[src/rtl/sha1_hash_engine_macros.svh]
// assertion macros shared by the sha-1 engine rtl
// expects clk and rst_n in the scope of every use
`ifndef SHA1_HASH_ENGINE_MACROS_SVH
`define SHA1_HASH_ENGINE_MACROS_SVH

`ifndef SYNTHESIS

// same-cycle implication
`define SHA1_ASSERT_IMP(label, ante, cons) \
    label: assert property (@(posedge clk) disable iff (!rst_n) (ante) |-> (cons)) \
        else $error("sha1 assertion failed");

// next-cycle implication
`define SHA1_ASSERT_NEXT(label, ante, cons) \
    label: assert property (@(posedge clk) disable iff (!rst_n) (ante) |=> (cons)) \
        else $error("sha1 assertion failed");

`else

`define SHA1_ASSERT_IMP(label, ante, cons)
`define SHA1_ASSERT_NEXT(label, ante, cons)

`endif

`endif

[src/rtl/sha1_pkg.sv]
// shared types, constants and functions of the sha-1 engine
// no dependencies
`timescale 1ns / 1ps

package sha1_pkg;

    localparam int ROUND_W    = 7;
    localparam int FILL_W     = 6;
    localparam int COUNT_W    = 61;
    localparam int WIDX_W     = 3;
    localparam int BLK_WORDS  = 16;
    localparam int CHAIN_WORDS = 5;

    localparam logic [ROUND_W-1:0] LAST_ROUND    = 7'd79;
    localparam logic [ROUND_W-1:0] SCHED_ROUNDS  = 7'd16;
    localparam logic [WIDX_W-1:0]  LAST_WORD_IDX = 3'd4;
    localparam logic [7:0]         PAD_BYTE      = 8'h80;
    localparam logic [3:0]         LEN_HI_SLOT   = 4'd14;
    localparam logic [3:0]         LEN_LO_SLOT   = 4'd15;

    // controller to datapath commands
    typedef struct packed {
        logic                take_byte;
        logic                shift_pad;
        logic                shift_zero;
        logic                shift_len_hi;
        logic                shift_len_lo;
        logic                cmp_load;
        logic                cmp_round;
        logic                cmp_add;
        logic                clear_count;
        logic                out_load;
        logic [ROUND_W-1:0]  round;
        logic [WIDX_W-1:0]   out_idx;
    } sha1_cmd_t;

    // datapath to controller status
    typedef struct packed {
        logic [3:0] fill_word;
        logic       fill_last;
    } sha1_stat_t;

    function automatic logic [31:0] sha1_iv(input logic [WIDX_W-1:0] idx);
        logic [31:0] v;
        unique case (idx)
            3'd0:    v = 32'h67452301;
            3'd1:    v = 32'hEFCDAB89;
            3'd2:    v = 32'h98BADCFE;
            3'd3:    v = 32'h10325476;
            3'd4:    v = 32'hC3D2E1F0;
            default: v = 32'h67452301;
        endcase
        return v;
    endfunction

    function automatic logic [31:0] sha1_k(input logic [ROUND_W-1:0] t);
        logic [31:0] k;
        if (t < 7'd20)
            k = 32'h5A827999;
        else if (t < 7'd40)
            k = 32'h6ED9EBA1;
        else if (t < 7'd60)
            k = 32'h8F1BBCDC;
        else
            k = 32'hCA62C1D6;
        return k;
    endfunction

endpackage

[src/rtl/sha1_hash_engine.sv]
// sha-1 hash engine top level: stream ports, controller and datapath
// depends on sha1_pkg, sha1_ctrl, sha1_datapath
`timescale 1ns / 1ps

// usage
// - input stream: one beat per message byte; s_tuser[0] says whether s_tdata holds a
//   byte, s_tlast marks the final beat of a message (a beat with no byte and tlast
//   hashes the message as it stands, so an empty message is one such beat)
// - output stream: five beats per message, digest word 0 (most significant) first;
//   m_tuser carries the word index, m_tlast is set on word 4
// - timing: byte beats are taken one per cycle while the engine is idle; the beat that
//   completes a 64-byte block starts a busy stretch (load, 80 rounds at one round per
//   cycle, chaining add) in which no input is taken
// - end of message: a pad step, one step per zero or length word up to the block
//   end, then the final compression; when the length does not fit in the current
//   block, an extra step and a second compression come in between; after the final
//   chaining add the controller enters its drain state, then loads word 0 for output
// - s_tready is low from the end beat until the fifth digest word has been
//   loaded into the output register
// - a stalled receiver holds the digest words one at a time; the engine waits in
//   its drain state and takes no new input until all five words are loaded
// - reset clears the controller, restores the initial chaining values and zeroes
//   the byte counters; no clearing pass is needed

module sha1_hash_engine (
    input  logic        clk,
    input  logic        rst_n,
    input  logic        s_tvalid,
    output logic        s_tready,
    input  logic [7:0]  s_tdata,   // [7:0] data_byte
    input  logic [0:0]  s_tuser,   // [0] byte_present
    input  logic        s_tlast,   // end_of_message
    output logic        m_tvalid,
    input  logic        m_tready,
    output logic [31:0] m_tdata,   // [31:0] digest_word
    output logic [2:0]  m_tuser,   // [2:0] word_index
    output logic        m_tlast    // last_word
);
    import sha1_pkg::*;

    sha1_cmd_t  cmd;
    sha1_stat_t stat;

    // sequencing: intake, padding steps, round counter, digest drain
    sha1_ctrl u_ctrl (
        .clk        (clk),
        .rst_n      (rst_n),
        .in_valid   (s_tvalid),
        .in_present (s_tuser[0]),
        .in_end     (s_tlast),
        .in_ready   (s_tready),
        .out_ready  (m_tready),
        .out_valid  (m_tvalid),
        .cmd        (cmd),
        .stat       (stat)
    );

    // storage and arithmetic: block window, rounds, chaining words, output register
    sha1_datapath u_datapath (
        .clk      (clk),
        .rst_n    (rst_n),
        .byte_in  (s_tdata),
        .cmd      (cmd),
        .stat     (stat),
        .out_word (m_tdata),
        .out_idx  (m_tuser),
        .out_last (m_tlast)
    );

endmodule

[src/rtl/sha1_datapath.sv]
// sha-1 datapath: block shift line, round registers, chaining words, counters
// depends on sha1_pkg
`timescale 1ns / 1ps

module sha1_datapath (
    input  logic                  clk,
    input  logic                  rst_n,
    input  logic [7:0]            byte_in,
    input  sha1_pkg::sha1_cmd_t   cmd,
    output sha1_pkg::sha1_stat_t  stat,
    output logic [31:0]           out_word,
    output logic [2:0]            out_idx,
    output logic                  out_last
);
    import sha1_pkg::*;

    logic [31:0]        blk_reg [BLK_WORDS];
    logic [31:0]        rnd_reg [CHAIN_WORDS];
    logic [31:0]        chain_reg [CHAIN_WORDS];
    logic [23:0]        acc_reg, acc_next;
    logic [FILL_W-1:0]  fill_reg, fill_next;
    logic [COUNT_W-1:0] count_reg, count_next;
    logic [31:0]        out_word_reg;
    logic [WIDX_W-1:0]  out_idx_reg;
    logic               out_last_reg;

    logic               word_shift;
    logic [31:0]        word_in;
    logic [31:0]        sched_mix, sched_w;
    logic [31:0]        f_val, round_sum;
    logic [3:0]         word_after;

    // message schedule from the sliding window of 16 words
    assign sched_mix = blk_reg[13] ^ blk_reg[8] ^ blk_reg[2] ^ blk_reg[0];
    assign sched_w   = (cmd.round < SCHED_ROUNDS) ? blk_reg[0]
                                                   : {sched_mix[30:0], sched_mix[31]};

    always_comb
    begin
        if (cmd.round < 7'd20)
            f_val = (rnd_reg[1] & rnd_reg[2]) | (~rnd_reg[1] & rnd_reg[3]);
        else if (cmd.round < 7'd40)
            f_val = rnd_reg[1] ^ rnd_reg[2] ^ rnd_reg[3];
        else if (cmd.round < 7'd60)
            f_val = (rnd_reg[1] & rnd_reg[2]) | (rnd_reg[1] & rnd_reg[3])
                  | (rnd_reg[2] & rnd_reg[3]);
        else
            f_val = rnd_reg[1] ^ rnd_reg[2] ^ rnd_reg[3];
    end

    assign round_sum = {rnd_reg[0][26:0], rnd_reg[0][31:27]} + f_val + rnd_reg[4]
                     + sha1_k(cmd.round) + sched_w;

    assign word_after = fill_reg[5:2] + 4'd1;

    always_comb
    begin
        word_shift = 1'b0;
        word_in    = '0;
        acc_next   = acc_reg;
        fill_next  = fill_reg;
        count_next = count_reg;
        if (cmd.take_byte)
        begin
            acc_next   = {acc_reg[15:0], byte_in};
            fill_next  = fill_reg + 6'd1;
            count_next = count_reg + 61'd1;
            if (fill_reg[1:0] == 2'd3)
            begin
                word_shift = 1'b1;
                word_in    = {acc_reg, byte_in};
            end
        end
        if (cmd.shift_pad)
        begin
            // close the partial word with the pad byte
            word_shift = 1'b1;
            fill_next  = {word_after, 2'b00};
            case (fill_reg[1:0])
                2'd0:    word_in = {PAD_BYTE, 24'h0};
                2'd1:    word_in = {acc_reg[7:0], PAD_BYTE, 16'h0};
                2'd2:    word_in = {acc_reg[15:0], PAD_BYTE, 8'h0};
                default: word_in = {acc_reg[23:0], PAD_BYTE};
            endcase
        end
        if (cmd.shift_zero)
        begin
            word_shift = 1'b1;
            word_in    = '0;
            fill_next  = {word_after, 2'b00};
        end
        if (cmd.shift_len_hi)
        begin
            word_shift = 1'b1;
            word_in    = count_reg[60:29];
            fill_next  = {word_after, 2'b00};
        end
        if (cmd.shift_len_lo)
        begin
            word_shift = 1'b1;
            word_in    = {count_reg[28:0], 3'b000};
            fill_next  = {word_after, 2'b00};
        end
        if (cmd.cmp_round)
        begin
            word_shift = 1'b1;
            word_in    = sched_w;
        end
        if (cmd.clear_count)
            count_next = '0;
    end

    // control state
    always_ff @(posedge clk or negedge rst_n)
    begin
        if (!rst_n)
        begin
            fill_reg  <= '0;
            count_reg <= '0;
            for (int i = 0; i < CHAIN_WORDS; i++)
                chain_reg[i] <= sha1_iv(WIDX_W'(i));
        end
        else
        begin
            fill_reg  <= fill_next;
            count_reg <= count_next;
            if (cmd.cmp_add)
            begin
                for (int i = 0; i < CHAIN_WORDS; i++)
                    chain_reg[i] <= chain_reg[i] + rnd_reg[i];
            end
            else if (cmd.out_load)
            begin
                // drain toward word 0, refill with initial values behind
                for (int i = 0; i < CHAIN_WORDS - 1; i++)
                    chain_reg[i] <= chain_reg[i + 1];
                chain_reg[CHAIN_WORDS-1] <= sha1_iv(cmd.out_idx);
            end
        end
    end

    // payload registers
    always_ff @(posedge clk)
    begin
        acc_reg <= acc_next;
        if (word_shift)
        begin
            for (int i = 0; i < BLK_WORDS - 1; i++)
                blk_reg[i] <= blk_reg[i + 1];
            blk_reg[BLK_WORDS-1] <= word_in;
        end
        if (cmd.cmp_load)
        begin
            for (int i = 0; i < CHAIN_WORDS; i++)
                rnd_reg[i] <= chain_reg[i];
        end
        else if (cmd.cmp_round)
        begin
            rnd_reg[4] <= rnd_reg[3];
            rnd_reg[3] <= rnd_reg[2];
            rnd_reg[2] <= {rnd_reg[1][1:0], rnd_reg[1][31:2]};
            rnd_reg[1] <= rnd_reg[0];
            rnd_reg[0] <= round_sum;
        end
        if (cmd.out_load)
        begin
            out_word_reg <= chain_reg[0];
            out_idx_reg  <= cmd.out_idx;
            out_last_reg <= (cmd.out_idx == LAST_WORD_IDX);
        end
    end

    assign stat.fill_word = fill_reg[5:2];
    assign stat.fill_last = (fill_reg == 6'd63);
    assign out_word = out_word_reg;
    assign out_idx  = out_idx_reg;
    assign out_last = out_last_reg;

endmodule

[src/rtl/sha1_ctrl.sv]
// sha-1 controller: sequences byte intake, padding, 80 rounds and digest drain
// depends on sha1_pkg and sha1_hash_engine_macros.svh
`timescale 1ns / 1ps
`include "sha1_hash_engine_macros.svh"

module sha1_ctrl (
    input  logic                  clk,
    input  logic                  rst_n,
    input  logic                  in_valid,
    input  logic                  in_present,
    input  logic                  in_end,
    output logic                  in_ready,
    input  logic                  out_ready,
    output logic                  out_valid,
    output sha1_pkg::sha1_cmd_t   cmd,
    input  sha1_pkg::sha1_stat_t  stat
);
    import sha1_pkg::*;

    localparam logic [3:0] ST_IDLE      = 4'd0;
    localparam logic [3:0] ST_PAD_FIRST = 4'd1;
    localparam logic [3:0] ST_ZERO_A    = 4'd2;
    localparam logic [3:0] ST_ZERO_B    = 4'd3;
    localparam logic [3:0] ST_LEN_LO    = 4'd4;
    localparam logic [3:0] ST_CMP_LOAD  = 4'd5;
    localparam logic [3:0] ST_CMP_ROUND = 4'd6;
    localparam logic [3:0] ST_CMP_ADD   = 4'd7;
    localparam logic [3:0] ST_OUT       = 4'd8;

    // where to go after a compression
    localparam logic [1:0] RET_BLOCK = 2'd0;
    localparam logic [1:0] RET_EXTRA = 2'd1;
    localparam logic [1:0] RET_FINAL = 2'd2;

    logic [3:0]         state_reg, state_next;
    logic [1:0]         ret_reg, ret_next;
    logic [ROUND_W-1:0] round_reg, round_next;
    logic [WIDX_W-1:0]  out_idx_reg, out_idx_next;
    logic               eom_reg, eom_next;
    logic               m_valid_reg, m_valid_next;
    logic               accept, out_load;

    assign in_ready = (state_reg == ST_IDLE);
    assign accept   = in_valid && in_ready;
    assign out_load = (state_reg == ST_OUT) && (!m_valid_reg || out_ready);
    assign m_valid_next = out_load || (m_valid_reg && !out_ready);

    always_comb
    begin
        state_next   = state_reg;
        ret_next     = ret_reg;
        round_next   = round_reg;
        out_idx_next = out_idx_reg;
        eom_next     = eom_reg;
        cmd              = '0;
        cmd.round        = round_reg;
        cmd.out_idx      = out_idx_reg;
        cmd.out_load     = out_load;
        unique case (state_reg)
            ST_IDLE:
            begin
                if (accept)
                begin
                    eom_next      = in_end;
                    cmd.take_byte = in_present;
                    if (in_present && stat.fill_last)
                    begin
                        ret_next   = RET_BLOCK;
                        state_next = ST_CMP_LOAD;
                    end
                    else if (in_end)
                        state_next = ST_PAD_FIRST;
                end
            end
            ST_PAD_FIRST:
            begin
                cmd.shift_pad = 1'b1;
                // no room left for the length words in this block
                if (stat.fill_word >= LEN_HI_SLOT)
                    state_next = ST_ZERO_A;
                else
                    state_next = ST_ZERO_B;
            end
            ST_ZERO_A:
            begin
                if (stat.fill_word == 4'd0)
                begin
                    ret_next   = RET_EXTRA;
                    state_next = ST_CMP_LOAD;
                end
                else
                    cmd.shift_zero = 1'b1;
            end
            ST_ZERO_B:
            begin
                if (stat.fill_word == LEN_HI_SLOT)
                begin
                    cmd.shift_len_hi = 1'b1;
                    state_next       = ST_LEN_LO;
                end
                else
                    cmd.shift_zero = 1'b1;
            end
            ST_LEN_LO:
            begin
                cmd.shift_len_lo = 1'b1;
                ret_next         = RET_FINAL;
                state_next       = ST_CMP_LOAD;
            end
            ST_CMP_LOAD:
            begin
                cmd.cmp_load    = 1'b1;
                cmd.clear_count = (ret_reg == RET_FINAL);
                round_next      = '0;
                state_next      = ST_CMP_ROUND;
            end
            ST_CMP_ROUND:
            begin
                cmd.cmp_round = 1'b1;
                if (round_reg == LAST_ROUND)
                    state_next = ST_CMP_ADD;
                else
                    round_next = round_reg + 7'd1;
            end
            ST_CMP_ADD:
            begin
                cmd.cmp_add = 1'b1;
                unique case (ret_reg)
                    RET_BLOCK: state_next = eom_reg ? ST_PAD_FIRST : ST_IDLE;
                    RET_EXTRA: state_next = ST_ZERO_B;
                    RET_FINAL:
                    begin
                        out_idx_next = '0;
                        state_next   = ST_OUT;
                    end
                    default:   state_next = ST_IDLE;
                endcase
            end
            ST_OUT:
            begin
                if (out_load)
                begin
                    out_idx_next = out_idx_reg + 3'd1;
                    if (out_idx_reg == LAST_WORD_IDX)
                        state_next = ST_IDLE;
                end
            end
            default:
                state_next = ST_IDLE;
        endcase
    end

    always_ff @(posedge clk or negedge rst_n)
    begin
        if (!rst_n)
        begin
            state_reg   <= ST_IDLE;
            ret_reg     <= RET_BLOCK;
            round_reg   <= '0;
            out_idx_reg <= '0;
            eom_reg     <= 1'b0;
            m_valid_reg <= 1'b0;
        end
        else
        begin
            state_reg   <= state_next;
            ret_reg     <= ret_next;
            round_reg   <= round_next;
            out_idx_reg <= out_idx_next;
            eom_reg     <= eom_next;
            m_valid_reg <= m_valid_next;
        end
    end

    assign out_valid = m_valid_reg;

    `SHA1_ASSERT_IMP(a_round_range, state_reg == ST_CMP_ROUND, round_reg <= LAST_ROUND)
    `SHA1_ASSERT_IMP(a_len_lo_slot, state_reg == ST_LEN_LO, stat.fill_word == LEN_LO_SLOT)
    `SHA1_ASSERT_IMP(a_out_idx, out_load, out_idx_reg <= LAST_WORD_IDX)
    `SHA1_ASSERT_NEXT(a_final_out, state_reg == ST_CMP_ADD && ret_reg == RET_FINAL, state_reg == ST_OUT)
    `SHA1_ASSERT_NEXT(a_end_busy, accept && in_end, !in_ready)

endmodule
[config.mk]
export PLATFORM = sky130hd
export DESIGN_NAME = sha1_hash_engine
export DESIGN_NICKNAME = d
export VERILOG_FILES = /design/src/rtl/sha1_pkg.sv /design/src/rtl/sha1_hash_engine.sv /design/src/rtl/sha1_datapath.sv /design/src/rtl/sha1_ctrl.sv
export VERILOG_INCLUDE_DIRS = /design/src /design/src/rtl
export SDC_FILE = /design/constraint.sdc
export NUM_CORES = 2
export LEC_CHECK = 0
export ABC_AREA = 1
export ABC_CLOCK_PERIOD_IN_PS = 26000
export BUFFER_PORTS_ARGS = -buffer_cell sky130_fd_sc_hd__buf_2
export CAP_MARGIN = 20
export CORE_ASPECT_RATIO = 0.5
export CORE_MARGIN = 5
export CORE_UTILIZATION = 35
export CTS_BUF_LIST = sky130_fd_sc_hd__clkbuf_8
export DETAILED_ROUTE_END_ITERATION = 7
export HOLD_SLACK_MARGIN = 0.08
export PLACE_DENSITY = 0.56
export SETUP_SLACK_MARGIN = 0.02
export SYNTH_ARGS = -nofsm -noshare
export SYNTH_HDL_FRONTEND = slang
export SYNTH_SLANG_ARGS = --single-unit
[constraint.sdc]
create_clock -name clk -period 26 [get_ports clk]
set_clock_uncertainty 0.2 [all_clocks]
set_input_delay 1.3 -clock clk [delete_from_list [all_inputs] [get_ports clk]]
set_output_delay 1.3 -clock clk [all_outputs]
set_load 0.005 [all_outputs]
# Word level (Yosys, flattened, before mapping)
# Memories as Yosys holds them, arrays and structs flattened.
# Cells that the tools add are included.
# classes
add_sub_neg	14
magnitude_cmp	5
eq_ne	30
n_mux	78
bitwise_logic	18
n_reduce_logical	23
# op_table
cell	n
2-to-1 mux 32 bit	18
2-to-1 mux 160 bit	2
adder 32 bit	9
XOR 32 bit	5
AND 32 bit	4
one-hot mux 32 bit (4 select lines)	1
2-to-1 mux 61 bit	2
OR 32 bit	3
one-hot mux 32 bit (3 select lines)	1
adder 61 x 1 -> 61 bit (second input constant)	1
one-hot mux 4 bit (9 select lines)	1
2-to-1 mux 4 bit	8
NOT 32 bit	1
2-to-1 mux 31 bit	1
2-to-1 mux 6 bit	5
2-to-1 mux 1 bit	28
== test 4 x 3 -> 1 bit (second input constant)	4
< comparator 7 x 5 -> 1 bit (second input constant)	2
< comparator 7 x 6 -> 1 bit (second input constant)	2
one-hot mux 7 bit (2 select lines)	1
one-hot mux 4 bit (3 select lines)	1
inequality test 2 x 1 -> 1 bit (second input constant)	5
== test 4 x 2 -> 1 bit (second input constant)	2
== test 4 bit (second input constant)	2
other kinds (34)	59
# word_totals
regBits	305
mem_bits_rw	672
input_bits	14
out_inout_bits	38
word_cells	187
memories	2
# mem_list
memory	depth	word_bits	read_ports	rd_ports_with_merged_regs	wr	line	source
u_datapath.blk_reg	16	32	16	0	16	sha1_datapath.sv:17	logic [31:0] blk_reg [BLK_WORDS];
u_datapath.rnd_reg	5	32	5	0	5	sha1_datapath.sv:18	logic [31:0] rnd_reg [CHAIN_WORDS];

# Longest topological paths before layout
# depth
word_depth	12
ltp_mapped	26
mapped_depth_nobuf	25

# Cells and area by module
# Synthesis repeated with hierarchy kept, for this count alone.
# hier_totals
hier_cells	5789
area_unflattened_um2	54449.7
# modules_own_cells
module	instances	cells_each	area_per_inst_um2	seq_area_each_um2
sha1_datapath	1	5614	53171.0	27761.6
sha1_ctrl	1	175	1278.7	450.4

# Worst setup path after synthesis
# OpenSTA, ideal clock, no wires.
# synth_path
path_kind	input-to-reg
start	input s_tvalid
end	memory u_datapath.blk_reg[0][0], enable pin
setup_ns	3.657
arrival_ns	10.145
t_required_ns	22.143
slack_ns	11.998
cell_stages	6
n_path_buf	0
path_cell_list	inv_1 > nor2_4 > nand2_1 > clkinv_1 > nor2_1 > nand2_1
# synth_rtl
item	line	source
start: declaration	sha1_hash_engine.sv:28	input logic s_tvalid,
end: declaration	sha1_datapath.sv:17	

==> results summary <==
The fraction of layout instances using a drive strength above 1 is 0.0755. The fraction of met1 tracks used by global routing is 0.316. The critical path in this run is classified as flop to flop. After global routing, the most crowded layer is met2. The filler cells instantiated in the layout total 15,600.

Leaving out fill and tap cells, the most frequent cell in the layout is sky130_fd_sc_hd__nand2_1. The power density over the cells is 148 nW/µm². The number of synthesized flops with an enable pin came out at 732. The total negative slack for setup checks is 0 ns. The area of the multi-input gates came out at 22,700 µm². TritonCTS built the clock tree. The number of clock buffers inserted by TritonCTS came out at 153. Pin placement for this block handled 52 I/O pins. Setup violations remaining at the end of the flow were counted as 0.

The insertion delay to the later sink of the worst-skew pair came out at 0.93 ns. Compared with the post-synthesis result, the final layout area differs by 10.7%. In the layout the commonest cells are sky130_fd_sc_hd__nand2_1 (1,349), sky130_fd_sc_hd__inv_1 (832), sky130_fd_sc_hd__edfxtp_1 (732). The effective utilization at floorplan came out at 0.352. The congestion estimate from routability-driven global placement came to 0.979. The total grt overflow is 0. The transition time at the pin with the least slew margin is 1.05 ns. The number of hold buffers added after CTS came out at 0. The antenna violation net count after detailed routing came out at 0. The die covers 164,000 µm².

The total number of H-tree levels is 4. The share of flip-flops with an asynchronous set or reset came out at 0.251. Data arrives at the worst endpoint at 6.90 ns. The initial detailed-routing violation count is 4,513. Setup slack on the critical path of the routed design comes to 19.41 ns. IR analysis of the VDD net gives a maximum drop of 138 µV. The number of iterations in the first detailed-routing pass is 6.

The post-detailed-route via-to-cell ratio came out at 5.23. The number of warnings issued by yosys came out at 0. Based on the critical path, the design can be clocked at up to 152 MHz.

The max-cap violation count is 0. Wires add up to 185,000 µm. The initial antenna violation count is 4. For this run, design rule violations remaining after detail routing come to 0. The tightest slew margin relative to the limit is 0.293. The number of global-route vias before repair is 40,900.

For met2 alone, demand over resource in global routing was 0.340. Ranked by total cell area, the synthesized netlist is headed by sky130_fd_sc_hd__edfxtp_1 (40%), sky130_fd_sc_hd__nand2_1 (9.3%), sky130_fd_sc_hd__dfrtp_1 (7.6%). The mean post-synth cell area is 9.29 µm². The floorplan step defined a core boundary enclosing 155,000 µm².

The run finished with clean final reports. The count of buffers inserted at the top-level ports came out at 51. The number of nets in the synthesized netlist is 6,207. The die is 289 µm tall. Entering global routing, the biggest net connects 159 pins.

The worst path needs 6.59 ns of the cycle, external delays included. The net count of the finished layout is 6,328. Once layout is complete, the utilization of the core stands at 0.390. The number of slew-limit violations in the final report is 0. The standby leakage power is 24.9 nW. For this block, the via count after detailed routing is 42,900. The cell taking the most area after synthesis is sky130_fd_sc_hd__edfxtp_1. The combined flip-flop and latch cell area came out at 28,200 µm². In this run the clock root is driven by a sky130_fd_sc_hd__clkbuf_8. The number of flip-flops under the largest register name is 512. The nature of the critical path startpoint is a flop. The register clock-pin slew on the reported worst setup and hold paths is 0.07 ns. The TritonCTS sink count came out at 977.

The number of setup buffers added after CTS is 0. Setup repair after global routing left no endpoint under its margin. The wire length of the first global-routing pass came out at 270,000 µm. The die width came out at 568 µm. The final routed wire length divided by cell count is 22.6 µm. The synthesized netlist cell count is 5,862. The tightest min-delay check is of the flop to flop type.

The hold violation total from the final report was 0. The sum of net half-perimeters after detailed placement is 139,000 µm. For the worst setup path, the data required time is 26.31 ns. The netlist uses 58 different library cells. In the global route stage, overall resource usage came out at 0.221. The number of flip-flops and latches in the synthesized netlist came out at 977.

The portion of the post-synthesis area used by sequential elements came out at 0.518. The highest net fanout along the worst path came out at 158. The met3 track demand over resource in global routing is 0.0450.

The portion of the clock cycle consumed by the worst path in the final layout is 0.253. The number of gates given a new drive strength after cts came out at 0. Counting along the longest clock path gives a buffer depth of 3. OpenSTA, run right after detailed placement, puts the worst setup slack at 19.30 ns.

In the synthesized netlist the dominant register cell turns out to be sky130_fd_sc_hd__edfxtp_1. The synthesized netlist occupies a cell area of 54,500 µm². The kind of capture point of the worst setup path is a flop. The floorplan has 102 rows. The area share of the largest cell type after synthesis came out at 0.404.
## worst max-delay path, cell delays in order (launching register included)
cell                       delay, ns
sky130_fd_sc_hd__dfrtp_1        0.40
sky130_fd_sc_hd__inv_1          0.08
sky130_fd_sc_hd__nand2_1        0.17
sky130_fd_sc_hd__nor2_2         0.15
sky130_fd_sc_hd__buf_4          0.34
sky130_fd_sc_hd__clkinv_1       0.37
sky130_fd_sc_hd__nand4_1        0.35
sky130_fd_sc_hd__nor2_1         0.15
sky130_fd_sc_hd__nand2_4        0.64
sky130_fd_sc_hd__buf_4          0.76
sky130_fd_sc_hd__buf_4          0.82
sky130_fd_sc_hd__buf_12         0.60
sky130_fd_sc_hd__buf_4          0.86
## worst paths after layout
kind                                              to  cells past startpoint                        from  slack (ns)
setup / recovery           u_datapath.blk_reg[0][90]                     12         u_ctrl.state_reg[3]       19.41
hold / removal             u_datapath.blk_reg[0][69]                      0  u_datapath.blk_reg[0][101]        0.18
setup reg to reg           u_datapath.blk_reg[0][90]                     12         u_ctrl.state_reg[3]       19.41
hold reg to reg            u_datapath.blk_reg[0][69]                      0  u_datapath.blk_reg[0][101]        0.18
max in group asynchronous   u_datapath.count_reg[58]                      3                       rst_n       23.13
min in group asynchronous   u_datapath.chain_reg[50]                      1                       rst_n        0.20
## stage by stage
stage / power (mW) / instances / hold slack [ns] / area (µm²)
after global placement: 7.47 / 7904 / 0.200 / 57200
after floorplan: 6.34 / 5862 / 0.200 / 54500
after detailed placement: 7.48 / 7906 / 0.205 / 57200
final: 8.91 / 8193 / 0.180 / 60300
after global routing: 9.54 / 8192 / 0.178 / 60300
after CTS: 8.89 / 8188 / 0.155 / 60300
## power by group
part | switching (mW) | internal [mW] | total (mW) | leakage (nW)
logic | 2.91 | 1.37 | 4.28 | 13.3
registers | 0.518 | 2.75 | 3.27 | 9.90
clock network | 0.684 | 0.678 | 1.36 | 1.75
## cells by family (layout without fill, tap and decap cells)
logic type | after synthesis | after routing | synth area share
other cells | 0 | 3 | 0
xor+xnor | 169 | 169 | 0.0272
flops | 977 | 977 | 0.518
buf+inv | 943 | 1191 | 0.0668
simple gates | 2363 | 2363 | 0.182
fa+ha+maj | 331 | 331 | 0.0922
compound gates | 1078 | 1078 | 0.113
mux | 1 | 1 | 0.000207
## cells in the mapped netlist, types with 4 or more instances
cell type,n
sky130_fd_sc_hd__clkbuf_1,63
sky130_fd_sc_hd__o21ai_1,9
sky130_fd_sc_hd__fa_1,117
sky130_fd_sc_hd__inv_2,10
sky130_fd_sc_hd__o21bai_1,41
sky130_fd_sc_hd__o2111ai_1,9
sky130_fd_sc_hd__dfrtp_1,165
sky130_fd_sc_hd__o211ai_1,38
sky130_fd_sc_hd__nor3_2,4
sky130_fd_sc_hd__inv_1,793
sky130_fd_sc_hd__a211oi_1,8
sky130_fd_sc_hd__nand3b_1,18
sky130_fd_sc_hd__o21a_1,15
sky130_fd_sc_hd__buf_2,64
sky130_fd_sc_hd__o22ai_1,29
sky130_fd_sc_hd__dfstp_2,80
sky130_fd_sc_hd__edfxtp_1,732
sky130_fd_sc_hd__a21oi_1,303
sky130_fd_sc_hd__o221ai_1,47
sky130_fd_sc_hd__and3_1,9
sky130_fd_sc_hd__xor2_1,57
sky130_fd_sc_hd__nor2_2,4
sky130_fd_sc_hd__or2_2,18
sky130_fd_sc_hd__nand2_2,4
sky130_fd_sc_hd__nor3_1,83
sky130_fd_sc_hd__a31oi_1,15
sky130_fd_sc_hd__a21boi_0,16
sky130_fd_sc_hd__nand3_1,330
sky130_fd_sc_hd__a21o_1,30
sky130_fd_sc_hd__o31ai_1,12
sky130_fd_sc_hd__o21ai_0,473
sky130_fd_sc_hd__nand2_1,1354
sky130_fd_sc_hd__nand4_1,76
sky130_fd_sc_hd__nor4_1,14
sky130_fd_sc_hd__nor2_4,8
sky130_fd_sc_hd__a22oi_1,16
sky130_fd_sc_hd__nor2_1,431
sky130_fd_sc_hd__xnor2_1,112
sky130_fd_sc_hd__a221oi_1,7
sky130_fd_sc_hd__buf_1,7
sky130_fd_sc_hd__ha_1,214
## layout make-up
type | instances | share of cell area
Clock inverter | 122 | 0.0149
Antenna cell | 3 | 0.000125
Sequential cell | 977 | 0.468
Tap cell | 2080 | 0.0432
Multi-Input combinational cell | 3942 | 0.376
Timing Repair Buffer | 104 | 0.0114
Inverter | 805 | 0.0502
Clock buffer | 160 | 0.0365
## per-layer routing
metal,part of all wire,up-vias
met3,0.083,270
li1,-,20100
met1,0.46,20800
met2,0.43,1658
met4,0.029,0
met5,0,-
Note: power is estimated with default switching activity, not from simulation.
